$ cat config.mk
export PLATFORM = sky130hd
export DESIGN_NAME = bounded_unique_ordered_list
export DESIGN_NICKNAME = d
export VERILOG_FILES = /design/src/design/bulist_pkg.sv /design/src/design/bounded_unique_ordered_list.sv /design/src/design/bulist_cell.sv
export SDC_FILE = /design/constraint.sdc
export NUM_CORES = 1
export LEC_CHECK = 0
export ABC_AREA = 1
export BUFFER_PORTS_ARGS = -buffer_cell sky130_fd_sc_hd__clkbuf_2
export CAP_MARGIN = 20
export CORE_ASPECT_RATIO = 1.75
export CORE_MARGIN = 5
export CORE_UTILIZATION = 40
export DETAILED_ROUTE_END_ITERATION = 7
export SLEW_MARGIN = 20
export SYNTH_ARGS = -nofsm -noshare
export SYNTH_HDL_FRONTEND = slang
export SYNTH_SLANG_ARGS = --single-unit
$ cat constraint.sdc
create_clock -name clk -period 13.55 [get_ports clk]
set_input_delay 3.3875 -clock clk [delete_from_list [all_inputs] [get_ports clk]]
set_output_delay 3.3875 -clock clk [all_outputs]
set_load 0.01 [all_outputs]
$ cat src/design/bulist_pkg.sv
// package for the bounded unique ordered list
// holds opcodes, status codes, cell commands and the beat payload structs
// no dependencies
package bulist_pkg;

    localparam int DEPTH_DEFAULT       = 8;
    localparam int VALUE_WIDTH_DEFAULT = 32;
    localparam logic [3:0] LIMIT_RESET = 4'd4;

    typedef enum logic [1:0] {
        OP_APPEND       = 2'd0,
        OP_POP          = 2'd1,
        OP_INSERT       = 2'd2,
        OP_REMOVE_AFTER = 2'd3
    } op_t;

    typedef enum logic [2:0] {
        ST_OK     = 3'd0,
        ST_FULL   = 3'd1,
        ST_DUP    = 3'd2,
        ST_EMPTY  = 3'd3,
        ST_NOKEY  = 3'd4,
        ST_NOSUCC = 3'd5
    } status_t;

    // command broadcast to every cell of the row
    typedef enum logic [2:0] {
        CELL_HOLD,
        CELL_APPEND,
        CELL_INSERT,
        CELL_REMOVE_AFTER,
        CELL_POP
    } cell_op_t;

    typedef struct packed {
        logic [1:0]         opcode;
        logic signed [31:0] key_value;
        logic signed [31:0] new_value;
    } in_item_t;

    typedef struct packed {
        logic [2:0]         status;
        logic [3:0]         entry_count;
        logic signed [31:0] removed_value;
        logic               removed_valid;
    } out_item_t;

endpackage

$ cat src/design/bounded_unique_ordered_list.sv
// bounded unique ordered list: row of compare-and-shift cells
// result: beat registered in the cycle after the command beat is taken
// throughput: one command per cycle if not stalled; row compares and shifts at once
// reset: occupancy 0, capacity limit 4, output empty; slot contents undefined
// depends on bulist_pkg and bulist_cell
module bounded_unique_ordered_list #(
    parameter int DEPTH       = bulist_pkg::DEPTH_DEFAULT,
    parameter int VALUE_WIDTH = bulist_pkg::VALUE_WIDTH_DEFAULT
) (
    input  logic                 clk,
    input  logic                 rst_n,
    input  logic                 in_valid,
    output logic                 in_ready,
    input  bulist_pkg::in_item_t in_data,
    output logic                 out_valid,
    input  logic                 out_ready,
    output bulist_pkg::out_item_t out_data,
    input  logic                 cfg_valid,
    output logic                 cfg_ready,
    input  logic [3:0]           cfg_data
);

    localparam int CNT_W = $clog2(DEPTH + 1);
    localparam int LIM_W = (CNT_W > 4) ? CNT_W : 4;

    // state
    logic [CNT_W-1:0]        occ_reg;
    logic [CNT_W-1:0]        occ_next;
    logic [3:0]              limit_reg;
    logic                    out_valid_reg;
    bulist_pkg::out_item_t   out_data_reg;
    bulist_pkg::out_item_t   out_data_next;

    // row wiring
    logic [VALUE_WIDTH-1:0]  cell_value [DEPTH];
    logic [DEPTH-1:0]        key_match;
    logic [DEPTH-1:0]        val_match;
    logic [DEPTH-1:0]        succ_hit;
    logic [DEPTH:0]          seen;

    logic                    accept;
    bulist_pkg::cell_op_t    cell_op;
    logic [VALUE_WIDTH-1:0]  key_st;
    logic [VALUE_WIDTH-1:0]  val_st;
    logic signed [63:0]      key_wide;
    logic signed [63:0]      val_wide;
    logic [LIM_W-1:0]        limit_eff;
    logic                    full;
    logic                    empty;
    logic                    key_hit;
    logic                    val_hit;
    logic                    has_succ;
    logic [VALUE_WIDTH-1:0]  succ_value;
    logic [VALUE_WIDTH-1:0]  removed_st;
    logic signed [VALUE_WIDTH-1:0] removed_signed;
    logic signed [63:0]      removed_wide;
    bulist_pkg::status_t     status;
    logic                    removed_valid;

    // handshakes: output register parts the two sides, config always taken
    assign in_ready  = !out_valid_reg || out_ready;
    assign accept    = in_valid && in_ready;
    assign cfg_ready = 1'b1;
    assign out_valid = out_valid_reg;
    assign out_data  = out_data_reg;

    // values sign-extended from 32 bits, kept in the low VALUE_WIDTH bits
    assign key_wide = 64'(in_data.key_value);
    assign val_wide = 64'(in_data.new_value);
    assign key_st   = key_wide[VALUE_WIDTH-1:0];
    assign val_st   = val_wide[VALUE_WIDTH-1:0];

    // effective limit: zero acts as one, anything above the depth as the depth
    always_comb
    begin
        priority if (limit_reg == 4'd0)
        begin
            limit_eff = LIM_W'(1);
        end
        else if (LIM_W'(limit_reg) > LIM_W'(DEPTH))
        begin
            limit_eff = LIM_W'(DEPTH);
        end
        else
        begin
            limit_eff = LIM_W'(limit_reg);
        end
    end

    assign full  = LIM_W'(occ_reg) >= limit_eff;
    assign empty = occ_reg == '0;

    // the cell row; seen carries "key found further left" along the chain
    assign seen[0] = 1'b0;

    for (genvar i = 0; i < DEPTH; i++)
    begin : g_cell
        logic [VALUE_WIDTH-1:0] left_v;
        logic [VALUE_WIDTH-1:0] right_v;
        logic                   left_m;

        if (i == 0)
        begin : g_head
            assign left_v = val_st;
            assign left_m = 1'b0;
        end
        else
        begin : g_body
            assign left_v = cell_value[i-1];
            assign left_m = key_match[i-1];
        end

        if (i == DEPTH - 1)
        begin : g_last
            assign right_v = cell_value[i];
        end
        else
        begin : g_mid
            assign right_v = cell_value[i+1];
        end

        bulist_cell #(
            .VALUE_WIDTH (VALUE_WIDTH),
            .CNT_W       (CNT_W),
            .IDX         (i)
        ) u_cell (
            .clk         (clk),
            .op          (cell_op),
            .occupancy   (occ_reg),
            .new_value   (val_st),
            .key         (key_st),
            .left_value  (left_v),
            .right_value (right_v),
            .seen_in     (seen[i]),
            .left_match  (left_m),
            .value       (cell_value[i]),
            .key_match   (key_match[i]),
            .val_match   (val_match[i]),
            .seen_out    (seen[i+1]),
            .succ_hit    (succ_hit[i])
        );
    end

    // values are unique, so at most one key hit and one successor slot
    assign key_hit  = |key_match;
    assign val_hit  = |val_match;
    assign has_succ = |succ_hit;

    always_comb
    begin
        succ_value = '0;
        for (int i = 0; i < DEPTH; i++)
        begin
            succ_value = succ_value | (succ_hit[i] ? cell_value[i] : '0);
        end
    end

    // command decode: status, cell command, new occupancy
    always_comb
    begin
        status        = bulist_pkg::ST_OK;
        cell_op       = bulist_pkg::CELL_HOLD;
        occ_next      = occ_reg;
        removed_valid = 1'b0;
        removed_st    = '0;
        unique case (bulist_pkg::op_t'(in_data.opcode))
            bulist_pkg::OP_APPEND:
            begin
                priority if (full)
                begin
                    status = bulist_pkg::ST_FULL;
                end
                else if (val_hit)
                begin
                    status = bulist_pkg::ST_DUP;
                end
                else
                begin
                    cell_op  = bulist_pkg::CELL_APPEND;
                    occ_next = occ_reg + CNT_W'(1);
                end
            end
            bulist_pkg::OP_POP:
            begin
                if (empty)
                begin
                    status = bulist_pkg::ST_EMPTY;
                end
                else
                begin
                    cell_op       = bulist_pkg::CELL_POP;
                    occ_next      = occ_reg - CNT_W'(1);
                    removed_valid = 1'b1;
                    removed_st    = cell_value[0];
                end
            end
            bulist_pkg::OP_INSERT:
            begin
                priority if (empty)
                begin
                    status = bulist_pkg::ST_EMPTY;
                end
                else if (full)
                begin
                    status = bulist_pkg::ST_FULL;
                end
                else if (val_hit)
                begin
                    status = bulist_pkg::ST_DUP;
                end
                else if (!key_hit)
                begin
                    status = bulist_pkg::ST_NOKEY;
                end
                else
                begin
                    cell_op  = bulist_pkg::CELL_INSERT;
                    occ_next = occ_reg + CNT_W'(1);
                end
            end
            bulist_pkg::OP_REMOVE_AFTER:
            begin
                priority if (!key_hit)
                begin
                    status = bulist_pkg::ST_NOKEY;
                end
                else if (!has_succ)
                begin
                    status = bulist_pkg::ST_NOSUCC;
                end
                else
                begin
                    cell_op       = bulist_pkg::CELL_REMOVE_AFTER;
                    occ_next      = occ_reg - CNT_W'(1);
                    removed_valid = 1'b1;
                    removed_st    = succ_value;
                end
            end
            default:
            begin
                status = bulist_pkg::ST_OK;
            end
        endcase
        // row only moves on an accepted beat
        if (!accept)
        begin
            cell_op  = bulist_pkg::CELL_HOLD;
            occ_next = occ_reg;
        end
    end

    // removed value reported sign-extended from the stored width
    assign removed_signed = removed_st;
    assign removed_wide   = 64'(removed_signed);

    always_comb
    begin
        out_data_next.status        = status;
        out_data_next.entry_count   = 4'(occ_next);
        out_data_next.removed_value = removed_wide[31:0];
        out_data_next.removed_valid = removed_valid;
    end

    always_ff @(posedge clk or negedge rst_n)
    begin
        if (!rst_n)
        begin
            occ_reg       <= '0;
            limit_reg     <= bulist_pkg::LIMIT_RESET;
            out_valid_reg <= 1'b0;
        end
        else
        begin
            occ_reg <= occ_next;
            if (cfg_valid && cfg_ready)
            begin
                limit_reg <= cfg_data;
            end
            if (accept)
            begin
                out_valid_reg <= 1'b1;
            end
            else if (out_ready)
            begin
                out_valid_reg <= 1'b0;
            end
        end
    end

    // result payload, no reset needed
    always_ff @(posedge clk)
    begin
        if (accept)
        begin
            out_data_reg <= out_data_next;
        end
    end

endmodule

$ cat src/design/bulist_cell.sv
// one slot of the list row: holds a value, compares it, shifts with neighbors
// depends on bulist_pkg
module bulist_cell #(
    parameter int VALUE_WIDTH = bulist_pkg::VALUE_WIDTH_DEFAULT,
    parameter int CNT_W       = 4,
    parameter int IDX         = 0
) (
    input  logic                   clk,
    input  bulist_pkg::cell_op_t   op,
    input  logic [CNT_W-1:0]       occupancy,
    input  logic [VALUE_WIDTH-1:0] new_value,
    input  logic [VALUE_WIDTH-1:0] key,
    input  logic [VALUE_WIDTH-1:0] left_value,
    input  logic [VALUE_WIDTH-1:0] right_value,
    input  logic                   seen_in,
    input  logic                   left_match,
    output logic [VALUE_WIDTH-1:0] value,
    output logic                   key_match,
    output logic                   val_match,
    output logic                   seen_out,
    output logic                   succ_hit
);

    logic [VALUE_WIDTH-1:0] value_reg;
    logic [VALUE_WIDTH-1:0] value_next;
    logic                   occupied;
    logic                   at_tail;

    assign occupied  = CNT_W'(IDX) < occupancy;
    assign at_tail   = CNT_W'(IDX) == occupancy;
    assign key_match = occupied && (value_reg == key);
    assign val_match = occupied && (value_reg == new_value);
    // key seen at or before this slot
    assign seen_out  = seen_in | key_match;
    // this slot directly follows the key slot
    assign succ_hit  = occupied && left_match;
    assign value     = value_reg;

    always_comb
    begin
        value_next = value_reg;
        unique case (op)
            bulist_pkg::CELL_HOLD:
            begin
                value_next = value_reg;
            end
            bulist_pkg::CELL_APPEND:
            begin
                if (at_tail)
                begin
                    value_next = new_value;
                end
            end
            bulist_pkg::CELL_INSERT:
            begin
                if (seen_in)
                begin
                    value_next = left_value;
                end
                else if (key_match)
                begin
                    value_next = new_value;
                end
            end
            bulist_pkg::CELL_REMOVE_AFTER:
            begin
                if (seen_in)
                begin
                    value_next = right_value;
                end
            end
            bulist_pkg::CELL_POP:
            begin
                value_next = right_value;
            end
            default:
            begin
                value_next = value_reg;
            end
        endcase
    end

    always_ff @(posedge clk)
    begin
        value_reg <= value_next;
    end

endmodule

==> results.json <==
{
  "end_kind": "flip-flop",
  "largest_register_ffs": 256,
  "yosysUniqueCellTypes": 54,
  "core-area_sq_mm": 0.06849,
  "first_pass_iters": 6,
  "clk_pin_slew_ns": 0.07,
  "synth.avg_cell_area_sq_um": 6.455,
  "period_share": 0.6925,
  "holdPathStages": 2,
  "initialDrtViolationCount": 4513,
  "via_per_inst": 6.099,
  "slew_headroom": 0.1852,
  "synth_nets": 4348,
  "placed_cells_incl_taps": 5097,
  "grt_pass1_wl_um": 238100,
  "place_ws_ns": 3.852,
  "synthTopCellsByCount": "nand2_1 (1642), nor2_1 (413), nand3_1 (406)",
  "area_growth_pct": 7.112,
  "clk_latency_ns": 0.65,
  "power.internal_w": 0.001926,
  "netlist_top_cells_area": "edfxtp_1 (32%), nand2_1 (22%), nand3_1 (7.4%), nor2_1 (5.6%), inv_1 (4.9%)",
  "ant_nets": 0,
  "grtUsageTotal": 0.4503,
  "drv_cap": 0,
  "yosysSeqAreaShare": 0.3311,
  "clkPwrFrac": 0.252,
  "synthCells": 4265,
  "synth_edf_count": 296,
  "switching_share": 0.4404,
  "overflow": 0,
  "postCtsHoldBufs": 0,
  "rows": 127,
  "rsz0062_at_grt": "no",
  "place_congestion": 1.129,
  "leakagePower_nw": 13.07,
  "hold_violations": 0,
  "antenna_found_initial": 7,
  "async_flop_share": 0.02951,
  "ctsRootBufferMaster": "clkbuf_16",
  "min_from": "limit_reg[2]",
  "syn_area_sq_mm": 0.02753,
  "layout.cells.non_filler": 5153,
  "ir_worst_vdd_uv": 105.0,
  "dp_hpwl_um": 133600,
  "setup_ws_ns": 4.167,
  "cts_buffer_depth": 3,
  "postCtsSetupRepairBufs": 0,
  "drt-wirelength-per-cell_um": 33.69,
  "hp-class": "reg -> reg",
  "worst_slew_pin_slew_ns": 1.219,
  "outcome": "complete, no violations",
  "r2r_cells": 19,
  "port_buffers": 116,
  "yosysMostFrequentCell": "nand2_1",
  "ios": 118,
  "power.share.sequential": 0.400,
  "post-synth-top-area-cell": "edfxtp_1",
  "wl_um": 173600,
  "cts.sinks": 305,
  "ys.flop_type": "edfxtp_1",
  "worst_setup_path_start_kind": "input pin",
  "numCtsBuffers": 31,
  "cts_max_level": 1,
  "regToRegStartpoint": "occ_reg[0]",
  "fp.dieArea_sq_mm": 0.07438,
  "ctsResizeCount": 0,
  "worstHoldEndpoint": "limit_reg[2]",
  "arrival_ns": 9.68,
  "start_util": 0.4020,
  "fmax_ghz": 0.1066,
  "power_switching_w": 0.001516,
  "yosysTopAreaCellShare": 0.3229,
  "grt_max_degree": 97,
  "comb_power_share": 0.348,
  "cp.required_ns": 13.85,
  "slew_viol_final": 0,
  "grt_pass1_vias": 30050,
  "pwr_density_cell_mw_per_mm2": 116.7,
  "rr_endpoint": "g_cell[1].u_cell.value[29]",
  "drc": 0,
  "synth_warnings": 0,
  "tns_ns": 0,
  "setup_viol": 0,
  "rrSetupSlack_ns": 6.11,
  "layout-drive-gt1-share": 0.07039,
  "nNetsFinal": 4310,
  "cts_tree": "built",
  "die_h_um": 357.1,
  "ys_ff_latch": 305,
  "die_w_um": 208.3,
  "vias": 31430,
  "critPathKind": "in -> reg",
  "worst-path-max-fanout": 35,
  "fin_skew_ns": 0.01451,
  "final_core_util": 0.4306,
  "fin_crit_ns": 9.383
}
[per-layer routing]
| layer | track usage | part of all wire | up-vias |
|---|---|---|---|
| li1 | - | - | 13800 |
| met1 | 0.4963 | 0.34 | 14620 |
| met2 | 0.7688 | 0.47 | 2287 |
| met3 | 0.05826 | 0.077 | 726 |
| met4 | 0.3773 | 0.11 | 2 |
| met5 | 0 | 0.000075 | - |
[worst max-delay path, cell delays in order]
cell and delay [ns]:
clkbuf_2 0.18, inv_2 0.16, nand2_1 0.07, nand2_1 0.25, nor2_1 0.09, nand2_1 0.09
nor2_1 0.04, nand2_1 0.18, nor2_2 0.10, nand2_2 0.06, buf_4 0.59, nand2_4 0.66
nor2_4 0.27, nand2_2 0.14, nand3_2 0.12, buf_4 0.57, nand2_2 0.16, nand3_4 0.75
o21ai_0 0.30, nor2_4 0.87, buf_4 0.52
[area by class of cell]
cell class | instances | area (sq um)
multi-input combinational | 3332 | 15890
antenna | 2 | 5.005
clock buffer | 46 | 862.1
timing repair buffer | 159 | 915.9
inverter | 398 | 1499
tap | 903 | 1130
sequential | 305 | 9115
fill | 7516 | 39000
clock inverter | 8 | 70.07
[power by group through the flow]
| stage | sequential (W) | combinational [W] | clock [W] |
|---|---|---|---|
| global placement | 0.00139 | 0.00116 | 0 |
| finish | 0.00138 | 0.00120 | 0.000868 |
| floorplan | 0.00131 | 0.000665 | 0 |
| CTS | 0.00137 | 0.00116 | 0.000863 |
| detailed placement | 0.00139 | 0.00115 | 0 |
| global route | 0.00138 | 0.00125 | 0.000903 |
[kinds of logic after synthesis]
group | Yosys count | synth area share
AND/OR/NAND/NOR | 2715 | 0.4171
adder cells (fa/ha/maj) | 8 | 0.003636
XOR/XNOR | 219 | 0.06967
buffers and inverters | 628 | 0.09775
flip-flops | 305 | 0.3311
AO/OA/AOI/OAI | 389 | 0.08062
other | 1 | 0.0001362
[metrics by stage]
stage          area [sq um]  total power (W)  hold slack [ns]
2_1_floorplan         27530         0.001970           0.4685
3_3_place_gp          28550         0.002545           0.5007
3_5_place_dp          28550         0.002542           0.5096
4_1_cts               29480         0.003393           0.5189
5_1_grt               29490         0.003535           0.5278
6_report              29490         0.003441           0.5163
[worst max path at each step]
stage | start | end | slack (ns) | cells after the start
5_1_grt | in_data[54] | g_cell[1].u_cell.value[30] | 4.27 | 21
4_1_cts | in_data[54] | g_cell[1].u_cell.value[29] | 4.51 | 21
6_report | in_data[54] | g_cell[1].u_cell.value[29] | 4.17 | 21
2_1_floorplan | in_data[38] | g_cell[0].u_cell.value[0] | 6.34 | 16
3_3_place_gp | in_data[55] | g_cell[1].u_cell.value[31] | 3.91 | 21
3_5_place_dp | in_data[54] | g_cell[1].u_cell.value[31] | 3.85 | 21
[cell usage in the layout (no fill, tap or decap), types with 78 or more instances in the layout]
cell type / synthesis / routed
clkbuf_2: 0 / 116
edfxtp_1: 296 / 296
inv_1: 363 / 362
nand2_1: 1642 / 1638
nand3_1: 406 / 402
nand4_1: 141 / 141
nor2_1: 413 / 401
o21ai_0: 183 / 181
o22ai_1: 78 / 78
xnor2_1: 118 / 118
xor2_1: 101 / 101
Power figures use the tool's default switching activity.
